--- src/hdl/cbcrt_pkg.sv ---
// Shared constants for the checkerboard corner ring test.
`default_nettype none
package cbcrt_pkg;

	// ring geometry
	localparam int RING_LEN     = 16;
	localparam int HALF_RING    = RING_LEN / 2;
	localparam int PIX_W        = 8;
	localparam int CORNER_SWAPS = 4;

	// derived widths
	localparam int SUM_W  = PIX_W + $clog2(RING_LEN);   // 12
	localparam int PSUM_W = PIX_W + 2;                  // sum of four pixels
	localparam int HI_W   = PIX_W + 1;                  // mean + gate
	localparam int LO_W   = PIX_W + 2;                  // signed mean - gate
	localparam int CNT_W  = $clog2(RING_LEN) + 1;       // 0..16
	localparam int HCNT_W = $clog2(HALF_RING) + 1;      // 0..8

	// stream word widths
	localparam int RING_W = HALF_RING * PIX_W;          // 64
	localparam int IN_W   = PIX_W + 2 * RING_W;         // 136, whole bytes
	localparam int OUT_W  = 8;                          // 7 bits used, padded

	// gate register
	localparam int          GATE_W     = 8;
	localparam logic [7:0]  GATE_RESET = 8'd10;

	typedef logic [PIX_W-1:0] pix_t;

endpackage
`default_nettype wire

--- src/hdl/checkerboard_corner_ring_test_top.sv ---
// Checkerboard corner ring test: five stage pipeline, one window per clock.
//
// Input stream s_axis: one word per image window, the center pixel and the
// sixteen pixels of the radius-3 ring. Output stream m_axis: one word per
// input word, in order, with the corner flag, the flat-center flag and the
// hysteresis transition count around the ring.
// The gate register (band half width around the ring mean) is written with
// cfg_we / cfg_wdata while the pipeline is empty; the user must keep to this,
// as the block itself does not enforce it; the gate resets to 10. An accepted
// word moves through the stage registers in order and is valid on m_axis once
// in the last. Throughput is one word per clock unless m_axis stalls; the stages
// are the ring sum tree, mean and thresholds, per-pixel classification, and
// two halves of the hysteresis walk (eight ring pixels each).
// All stages advance together whenever the output register is empty or
// being taken, so s_axis_tready drops only while m_axis holds a word that
// the receiver stalls; nothing is lost or repeated across a stall.
// Asynchronous reset empties the pipeline and restores the gate register.
`default_nettype none
module checkerboard_corner_ring_test_top (
	input  wire logic                        clk,
	input  wire logic                        arst_n,
	// gate register write
	input  wire logic                        cfg_we,
	input  wire logic [cbcrt_pkg::GATE_W-1:0] cfg_wdata,
	// input windows
	input  wire logic                        s_axis_tvalid,
	output logic                             s_axis_tready,
	// [7:0] center_pixel, [71:8] ring_low, [135:72] ring_high
	input  wire logic [cbcrt_pkg::IN_W-1:0]  s_axis_tdata,
	// results
	output logic                             m_axis_tvalid,
	input  wire logic                        m_axis_tready,
	// [0] is_corner, [1] center_flat, [6:2] transition_count, [7] zero
	output logic [cbcrt_pkg::OUT_W-1:0]      m_axis_tdata
);
	import cbcrt_pkg::*;

	logic adv;
	logic [GATE_W-1:0] gate_q;

	// stage 1: pixels and partial sums
	logic v_s1;
	pix_t px_s1 [RING_LEN];
	pix_t center_s1;
	logic [PSUM_W-1:0] psum_s1 [4];

	// stage 2: mean and thresholds
	logic v_s2;
	pix_t px_s2 [RING_LEN];
	pix_t center_s2;
	pix_t mean_s2;
	logic [HI_W-1:0] hi_s2;
	logic signed [LO_W-1:0] lo_s2;

	// stage 3: classification
	logic v_s3;
	logic [RING_LEN-1:0] below_s3, above_s3;
	logic up0_s3, flat_s3;

	// stage 4: first half of the walk
	logic v_s4;
	logic [HALF_RING-1:0] below_s4, above_s4;
	logic up_s4, flat_s4;
	logic [HCNT_W-1:0] cnt_s4;

	// stage 5: output register
	logic v_s5;
	logic corner_s5, flat_s5;
	logic [CNT_W-1:0] cnt_s5;

	// whole pipe moves when the output slot is free
	assign adv           = !v_s5 || m_axis_tready;
	assign s_axis_tready = adv;

	// gate register
	always_ff @(posedge clk or negedge arst_n) begin
		if (!arst_n) begin
			gate_q <= GATE_RESET;
		end else if (cfg_we) begin
			gate_q <= cfg_wdata;
		end
	end

	// valid chain
	always_ff @(posedge clk or negedge arst_n) begin
		if (!arst_n) begin
			v_s1 <= 1'b0;
			v_s2 <= 1'b0;
			v_s3 <= 1'b0;
			v_s4 <= 1'b0;
			v_s5 <= 1'b0;
		end else if (adv) begin
			v_s1 <= s_axis_tvalid;
			v_s2 <= v_s1;
			v_s3 <= v_s2;
			v_s4 <= v_s3;
			v_s5 <= v_s4;
		end
	end

	// stage 1: unpack ring and sum groups of four
	pix_t px_in [RING_LEN];
	logic [PSUM_W-1:0] psum_in [4];
	always_comb begin
		for (int k = 0; k < RING_LEN; k++) begin
			px_in[k] = s_axis_tdata[PIX_W + k*PIX_W +: PIX_W];
		end
		for (int g = 0; g < 4; g++) begin
			psum_in[g] = PSUM_W'(px_in[4*g]) + PSUM_W'(px_in[4*g+1])
				+ PSUM_W'(px_in[4*g+2]) + PSUM_W'(px_in[4*g+3]);
		end
	end

	always_ff @(posedge clk) begin
		if (adv) begin
			px_s1     <= px_in;
			psum_s1   <= psum_in;
			center_s1 <= s_axis_tdata[PIX_W-1:0];
		end
	end

	// stage 2: total, mean = sum/16, thresholds
	logic [SUM_W-1:0] sum_w;
	pix_t mean_w;
	assign sum_w  = SUM_W'(psum_s1[0]) + SUM_W'(psum_s1[1])
		+ SUM_W'(psum_s1[2]) + SUM_W'(psum_s1[3]);
	assign mean_w = sum_w[SUM_W-1 -: PIX_W];

	always_ff @(posedge clk) begin
		if (adv) begin
			px_s2     <= px_s1;
			center_s2 <= center_s1;
			mean_s2   <= mean_w;
			hi_s2     <= HI_W'(mean_w) + HI_W'(gate_q);
			lo_s2     <= $signed(LO_W'(mean_w)) - $signed(LO_W'(gate_q));
		end
	end

	// stage 3: per-pixel band compare, center flat, start state
	logic [RING_LEN-1:0] below_w, above_w;
	always_comb begin
		for (int k = 0; k < RING_LEN; k++) begin
			below_w[k] = $signed(LO_W'(px_s2[k])) < lo_s2;
			above_w[k] = HI_W'(px_s2[k]) > hi_s2;
		end
	end

	always_ff @(posedge clk) begin
		if (adv) begin
			below_s3 <= below_w;
			above_s3 <= above_w;
			up0_s3   <= px_s2[RING_LEN-1] > mean_s2;
			flat_s3  <= ($signed(LO_W'(center_s2)) > lo_s2)
				&& (HI_W'(center_s2) < hi_s2);
		end
	end

	// stage 4: hysteresis walk over pixels 0..7
	logic up_a;
	logic [HCNT_W-1:0] cnt_a;
	always_comb begin
		up_a  = up0_s3;
		cnt_a = '0;
		for (int k = 0; k < HALF_RING; k++) begin
			if (up_a && below_s3[k]) begin
				up_a  = 1'b0;
				cnt_a = cnt_a + 1'b1;
			end else if (!up_a && above_s3[k]) begin
				up_a  = 1'b1;
				cnt_a = cnt_a + 1'b1;
			end
		end
	end

	always_ff @(posedge clk) begin
		if (adv) begin
			below_s4 <= below_s3[RING_LEN-1 -: HALF_RING];
			above_s4 <= above_s3[RING_LEN-1 -: HALF_RING];
			up_s4    <= up_a;
			cnt_s4   <= cnt_a;
			flat_s4  <= flat_s3;
		end
	end

	// stage 5: walk over pixels 8..15, corner decision
	logic up_b;
	logic [CNT_W-1:0] cnt_b;
	always_comb begin
		up_b  = up_s4;
		cnt_b = CNT_W'(cnt_s4);
		for (int k = 0; k < HALF_RING; k++) begin
			if (up_b && below_s4[k]) begin
				up_b  = 1'b0;
				cnt_b = cnt_b + 1'b1;
			end else if (!up_b && above_s4[k]) begin
				up_b  = 1'b1;
				cnt_b = cnt_b + 1'b1;
			end
		end
	end

	always_ff @(posedge clk) begin
		if (adv) begin
			cnt_s5    <= cnt_b;
			flat_s5   <= flat_s4;
			corner_s5 <= flat_s4 && (cnt_b == CNT_W'(CORNER_SWAPS));
		end
	end

	assign m_axis_tvalid = v_s5;
	assign m_axis_tdata  = {(OUT_W - CNT_W - 2)'(0), cnt_s5, flat_s5, corner_s5};

	// checks
	a_corner_needs_four: assert property (@(posedge clk) disable iff (!arst_n)
		m_axis_tvalid && m_axis_tdata[0] |->
			m_axis_tdata[1] && (m_axis_tdata[6:2] == CNT_W'(CORNER_SWAPS)))
		else $error("corner flagged without flat center and four transitions");

	a_count_range: assert property (@(posedge clk) disable iff (!arst_n)
		m_axis_tvalid |-> m_axis_tdata[6:2] <= CNT_W'(RING_LEN))
		else $error("transition count above ring length");

	a_accept_enters: assert property (@(posedge clk) disable iff (!arst_n)
		s_axis_tvalid && s_axis_tready |=> v_s1)
		else $error("accepted word did not enter stage 1");

	a_drain_to_out: assert property (@(posedge clk) disable iff (!arst_n)
		v_s4 && adv |=> m_axis_tvalid)
		else $error("stage 4 word lost on way to output");

endmodule
`default_nettype wire
--- config.mk ---
export PLATFORM = sky130hd
export DESIGN_NAME = checkerboard_corner_ring_test_top
export DESIGN_NICKNAME = d
export VERILOG_FILES = /design/src/hdl/cbcrt_pkg.sv /design/src/hdl/checkerboard_corner_ring_test_top.sv
export SDC_FILE = /design/constraint.sdc
export NUM_CORES = 1
export LEC_CHECK = 0
export ABC_AREA = 1
export ABC_CLOCK_PERIOD_IN_PS = 12810
export BUFFER_PORTS_ARGS = -buffer_cell sky130_fd_sc_hd__buf_4
export CAP_MARGIN = 30
export CORE_AREA = 2 2 201 203
export DETAILED_ROUTE_END_ITERATION = 16
export DIE_AREA = 0 0 203 205
export PLACE_DENSITY = 0.8
export SLEW_MARGIN = 20
export SYNTH_ARGS = -nofsm -noshare
export SYNTH_HDL_FRONTEND = slang
export SYNTH_SLANG_ARGS = --single-unit
--- constraint.sdc ---
create_clock -name clk -period 12.81 [get_ports clk]
set_input_delay 0.6405 -clock clk [delete_from_list [all_inputs] [get_ports clk]]
set_output_delay 0.6405 -clock clk [all_outputs]
set_load 0.02 [all_outputs]
; ---- After elaboration in Yosys (flattened, before gate mapping)
; Cells that the tools add are included.
[classes]
mux = 61
magnitude_cmp = 35
n_eq_ne = 1
n_reduce_logical = 52
add_sub_neg = 32
[ops]
columns = operator, count
row1 = < comparator 9 x 10 -> 1 bit, 16
row2 = greater-than comparator 8 x 9 -> 1 bit, 16
row3 = two-way mux 5 bit, 16
row4 = two-way mux 4 bit, 14
row5 = adder 8 x 8 -> 9 bit, 5
row6 = adder 10 x 8 -> 10 bit, 4
row7 = adder 9 x 8 -> 10 bit, 4
row8 = "adder 5 x 1 -> 5 bit, second input constant", 7
row9 = logical AND 1 bit, 34
row10 = two-way mux 1 bit, 31
row11 = "adder 4 x 1 -> 4 bit, second input constant", 7
row12 = logical NOT 1 bit, 17
row13 = adder 11 x 10 -> 12 bit, 1
row14 = adder 12 x 10 -> 12 bit, 1
row15 = adder 10 x 10 -> 11 bit, 1
row16 = greater-than comparator 9 x 10 -> 1 bit, 1
row17 = < comparator 8 x 9 -> 1 bit, 1
row18 = subtractor 8 x 8 -> 9 bit, 1
row19 = greater-than comparator 8 bit, 1
row20 = "adder 4 x 1 -> 5 bit, second input constant", 1
row21 = "== test 5 x 3 -> 1 bit, second input constant", 1
row22 = logical OR 1 bit, 1
[totals]
inputBits = 149
out_inout_bits = 10
reg_bits = 415
elab_cells = 240

; ---- Depth between registers and ports, before layout
[depth]
word_depth = 34
depth_mapped = 35
ltp_nobuf = 35

; ---- Worst setup path after synthesis
; Ideal clock, no wire load.
[synth_timing]
path_kind = input -> register
from = input port m_axis_tready
to = register v_s1
setup_slack_ns = 2.150
path_stages = 3
t_arrival_ns = 10.548
setup_time_ns = 0.112
required_ns = 12.698
path_buffers = 0
path_cell_list = inv_1 nand2_1 mux2_2
[synth_between]
elab_chain_len = 1
[synth_lines]
columns = element, line_no
row1 = "start, declared", checkerboard_corner_ring_test_top.sv:32  ; input wire logic m_axis_tready,
row2 = logical OR 1 bit, checkerboard_corner_ring_test_top.sv:72  ; assign adv = !v_s5 || m_axis_tready;
row3 = net s_axis_tready, checkerboard_corner_ring_test_top.sv:27  ; output logic s_axis_tready,
row4 = "end signal, assigned", checkerboard_corner_ring_test_top.sv:93  ; v_s1 <= s_axis_tvalid;
row5 = "end, declared", checkerboard_corner_ring_test_top.sv:42  ; logic v_s1;
; The timed path passes the listed nets, and every way through them passes these cells.
; A chain may end at the register's enable or synchronous reset.

; ---- Worst setup path in the final report
[layout_timing]
from = register up0_s3
to = register cnt_s4[2], data pin
[layout_between]
elab_chain_len = 32
word_cells_on_any_way = 61
cone_classes = 7 x add/sub / 30 x mux / 24 x reduce/logical
[layout_lines]
columns = element, line_no
row1 = "start, declared", checkerboard_corner_ring_test_top.sv:58  ; logic up0_s3, flat_s3;
row2 = "start signal, assigned", checkerboard_corner_ring_test_top.sv:152  ; up0_s3 <= px_s2[RING_LEN-1] > mean_s2;
row3 = "parallel branches: the longest is 31 deep, another holds adder 4 x 1 -> 4 bit", -
row4 = two-way mux 4 bit *, checkerboard_corner_ring_test_top.sv:165  ; if (up_a && below_s3[k]) begin
row5 = net cnt_a[2], checkerboard_corner_ring_test_top.sv:160  ; logic [HCNT_W-1:0] cnt_a;
row6 = "end signal, assigned", checkerboard_corner_ring_test_top.sv:180  ; cnt_s4 <= cnt_a;
row7 = "end, declared", checkerboard_corner_ring_test_top.sv:64  ; logic [HCNT_W-1:0] cnt_s4;
; Mark *: on every way through the listed nets, which the timed path passes.

==> flow_summary_export.csv <==
group,metric,value,unit
status,status,"completed",
sta,max_freq,209,MHz
floorplanning,io_pins,159,
setup_path,crit_required,13150,ps
clocking,h-tree-depth,2,
sta,rsz0062_at_grt,"false",
place,dpl.hpwl,41.5,mm
sta,tightest_slew,1120,ps
clocking,cts_tree,"done",
yosys,synthesis.area,24100,um2
setup_path,critPathSlowestCell,"edfxtp_1",
grt,grt_max_degree,189,
grt,antenna_found_initial,0,
place,dp_cells,2686,
hold_path,hold_depth,1,
final_layout,fin_cells,2770,
yosys,synth_seq_cells,413,
routing,avgRoutedWirePerCell,20.4,um
sta,setup-violations-final,0,
sta,drv_slew,0,
floorplanning,core_area,39400,um2
yosys,ys.flop_type,"edfxtp_1",
routing,first_pass_iters,5,
yosys,synth_common_cells,"edfxtp_1 (400), ha_1 (338), nand2_1 (298), inv_1 (238), a21oi_1 (122)",
yosys,synth_cell_type_count,52,
grt,grt-ovfl-total,0,
yosys,synthArstFlopShare,0.0315,
final_layout,fin_nets,2782,
grt,grt_pass1_vias,16400,
yosys,yosysTopAreaCellShare,0.499,
yosys,avgSynthCellArea,12.1,um2
grt,grt_pass1_wl,87.5,mm
clocking,root_buffer,"clkbuf_16",
floorplanning,initial_utilization,0.612,
final_layout,syn2layout_area_growth,14.6,%
yosys,synth_largest_area_cell,"edfxtp_1",
final_layout,drive_gt1_frac,0.146,
grt,grtUsageTotal,0.280,
hold_path,hold_class,"primary input to register",
sta,fin_ws,8040,ps
routing,antenna_left,0,
clocking,cts.sinks,413,
routing,drc_errors,0,
routing,viasPerCell,5.75,
sta,min_period_over_period,0.373,
yosys,netlist_instances,1992,
yosys,yosysMostFrequentCell,"edfxtp_1",
routing,drtIter0Drc,1175,
setup_path,crit_type,"register to register",
clocking,insertion_delay,600,ps
place,io_buffers,157,
yosys,yosysSeqAreaShare,0.512,
clocking,post-cts-setup-buffers,0,
setup_path,start_kind,"register",
setup_path,worst-path-max-fanout,4,
clocking,clkTransAtPathRegs,60,ps
sta,setup_tns,0,ps
floorplanning,num_rows,73,
setup_path,cp.arrival,5120,ps
final_layout,final_util,0.701,
sta,maxSlewHeadroom,0.253,
place,post-place-ws,8080,ps
routing,drt_wl_total,56.5,mm
yosys,synthTopCellsByArea,"edfxtp_1 (50%), ha_1 (18%), fa_1 (7.1%)",
sta,clock_skew,20.4,ps
sta,hold_violations,0,
yosys,yosysWarningCount,0,
clocking,clockBufferDepth,3,
yosys,synth-edff-count,400,
place,place_congestion,0.859,
floorplanning,die_w,203,um
routing,num_vias,15900,
setup_path,worstSetupEndpointType,"register",
final_layout,antennaDiodeCount,0,
run,max_cap_violations,0,
setup_path,r2r_cells,25,
sta,min_period,4770,ps
setup_path,cpPeakStageDelay,420,ps
yosys,synth_nets,2564,
floorplanning,dieArea,41600,um2
clocking,cts_buffers,45,
floorplanning,die-height,205,um
-- area by class of cell --
| type | count | area (um2) |
|---|---|---|
| Fill cell | 2588 | 11800 |
| Tap cell | 525 | 657 |
| Multi-Input combinational cell | 1317 | 10800 |
| Clock inverter | 32 | 284 |
| Sequential cell | 413 | 12300 |
| Inverter | 255 | 957 |
| Timing Repair Buffer | 178 | 1460 |
| Clock buffer | 50 | 1140 |
-- worst max-delay path, delay by kind of cell, from the launching register on --
family / cells / cell delay [ps]
flip-flops: 1 / 420
buffers and inverters: 3 / 190
AO/OA/AOI/OAI: 4 / 660
XOR/XNOR: 1 / 180
AND/OR/NAND/NOR: 10 / 1080
adder cells (fa/ha/maj): 7 / 2000
-- flip-flops by register name, indices dropped and copies added (netlist names), 4 cells and up --
signal / flops
center_s1: 8
gate_q: 8
px_s2: 128
hi_s2: 9
cnt_s4: 4
below_s4: 8
center_s2: 8
psum_s1: 40
above_s4: 8
below_s3: 16
above_s3: 16
lo_s2: 8
px_s1: 128
cnt_s5: 5
mean_s2: 8
-- cells by family (layout without fill, tap and decap cells) --
| kind of cell | after synthesis | in the layout | synth area share |
|---|---|---|---|
| AO/OA/AOI/OAI | 305 | 305 | 0.0761 |
| XOR/XNOR | 49 | 49 | 0.0181 |
| adder cells (fa/ha/maj) | 423 | 423 | 0.246 |
| buffers and inverters | 262 | 515 | 0.0413 |
| flip-flops | 413 | 413 | 0.512 |
| multiplexers | 4 | 4 | 0.00187 |
| other | 1 | 1 | 0.000156 |
| AND/OR/NAND/NOR | 535 | 535 | 0.104 |
-- worst paths after layout --
kind | from | to | slack [ps]
worst max register to register | up0_s3 | cnt_s4[2] | 8040
worst min-delay path | s_axis_tdata[0] | center_s1[0] | 230
min in group asynchronous | arst_n | v_s4 | 420
max in group asynchronous | arst_n | gate_q[1] | 12150
worst min register to register | center_s1[6] | center_s2[6] | 410
worst max-delay path | up0_s3 | cnt_s4[2] | 8040
-- placed cells by master, fill, tap and decap left out, types with 9 or more instances in the layout --
master | Yosys | routed
edfxtp_1 | 400 | 400
ha_1 | 338 | 338
nand2_1 | 298 | 297
inv_1 | 238 | 238
buf_4 | 3 | 170
a21oi_1 | 122 | 122
fa_1 | 85 | 85
nand3_1 | 80 | 80
nor2_1 | 70 | 70
o21ai_0 | 66 | 66
clkbuf_16 | 0 | 45
xor2_1 | 39 | 39
o21bai_1 | 23 | 23
nand2_2 | 19 | 19
a21o_1 | 16 | 16
o21a_1 | 16 | 16
inv_2 | 15 | 15
nand4_1 | 14 | 14
a211oi_1 | 12 | 12
clkinv_2 | 0 | 12
a31oi_1 | 11 | 11
dfrtp_1 | 11 | 11
nor3_1 | 10 | 10
nand3_2 | 10 | 10
xnor2_1 | 9 | 9
nand2_4 | 8 | 9
o31ai_1 | 9 | 9
-- metal layers --
layer / part of all wire / GRT usage
met5: 0 / 0
met4: 0.046 / 0.130
met3: 0.076 / 0.0527
met2: 0.48 / 0.474
met1: 0.39 / 0.352
-- metrics by stage --
stage | hold slack [ps] | cell area [um2]
after floorplan | 345 | 24100
after global placement | 401 | 26000
after detailed placement | 405 | 26100
after CTS | 209 | 27600
after global routing | 217 | 27600
final | 228 | 27600
-- repair_timing --
action	CTS	global route
hold endpoints to repair	11	0
resized for setup	0	0
hold buffers	1	0
Power is not shown: default switching activity piles up to over one toggle a cycle in this logic, so the estimate is an artifact.
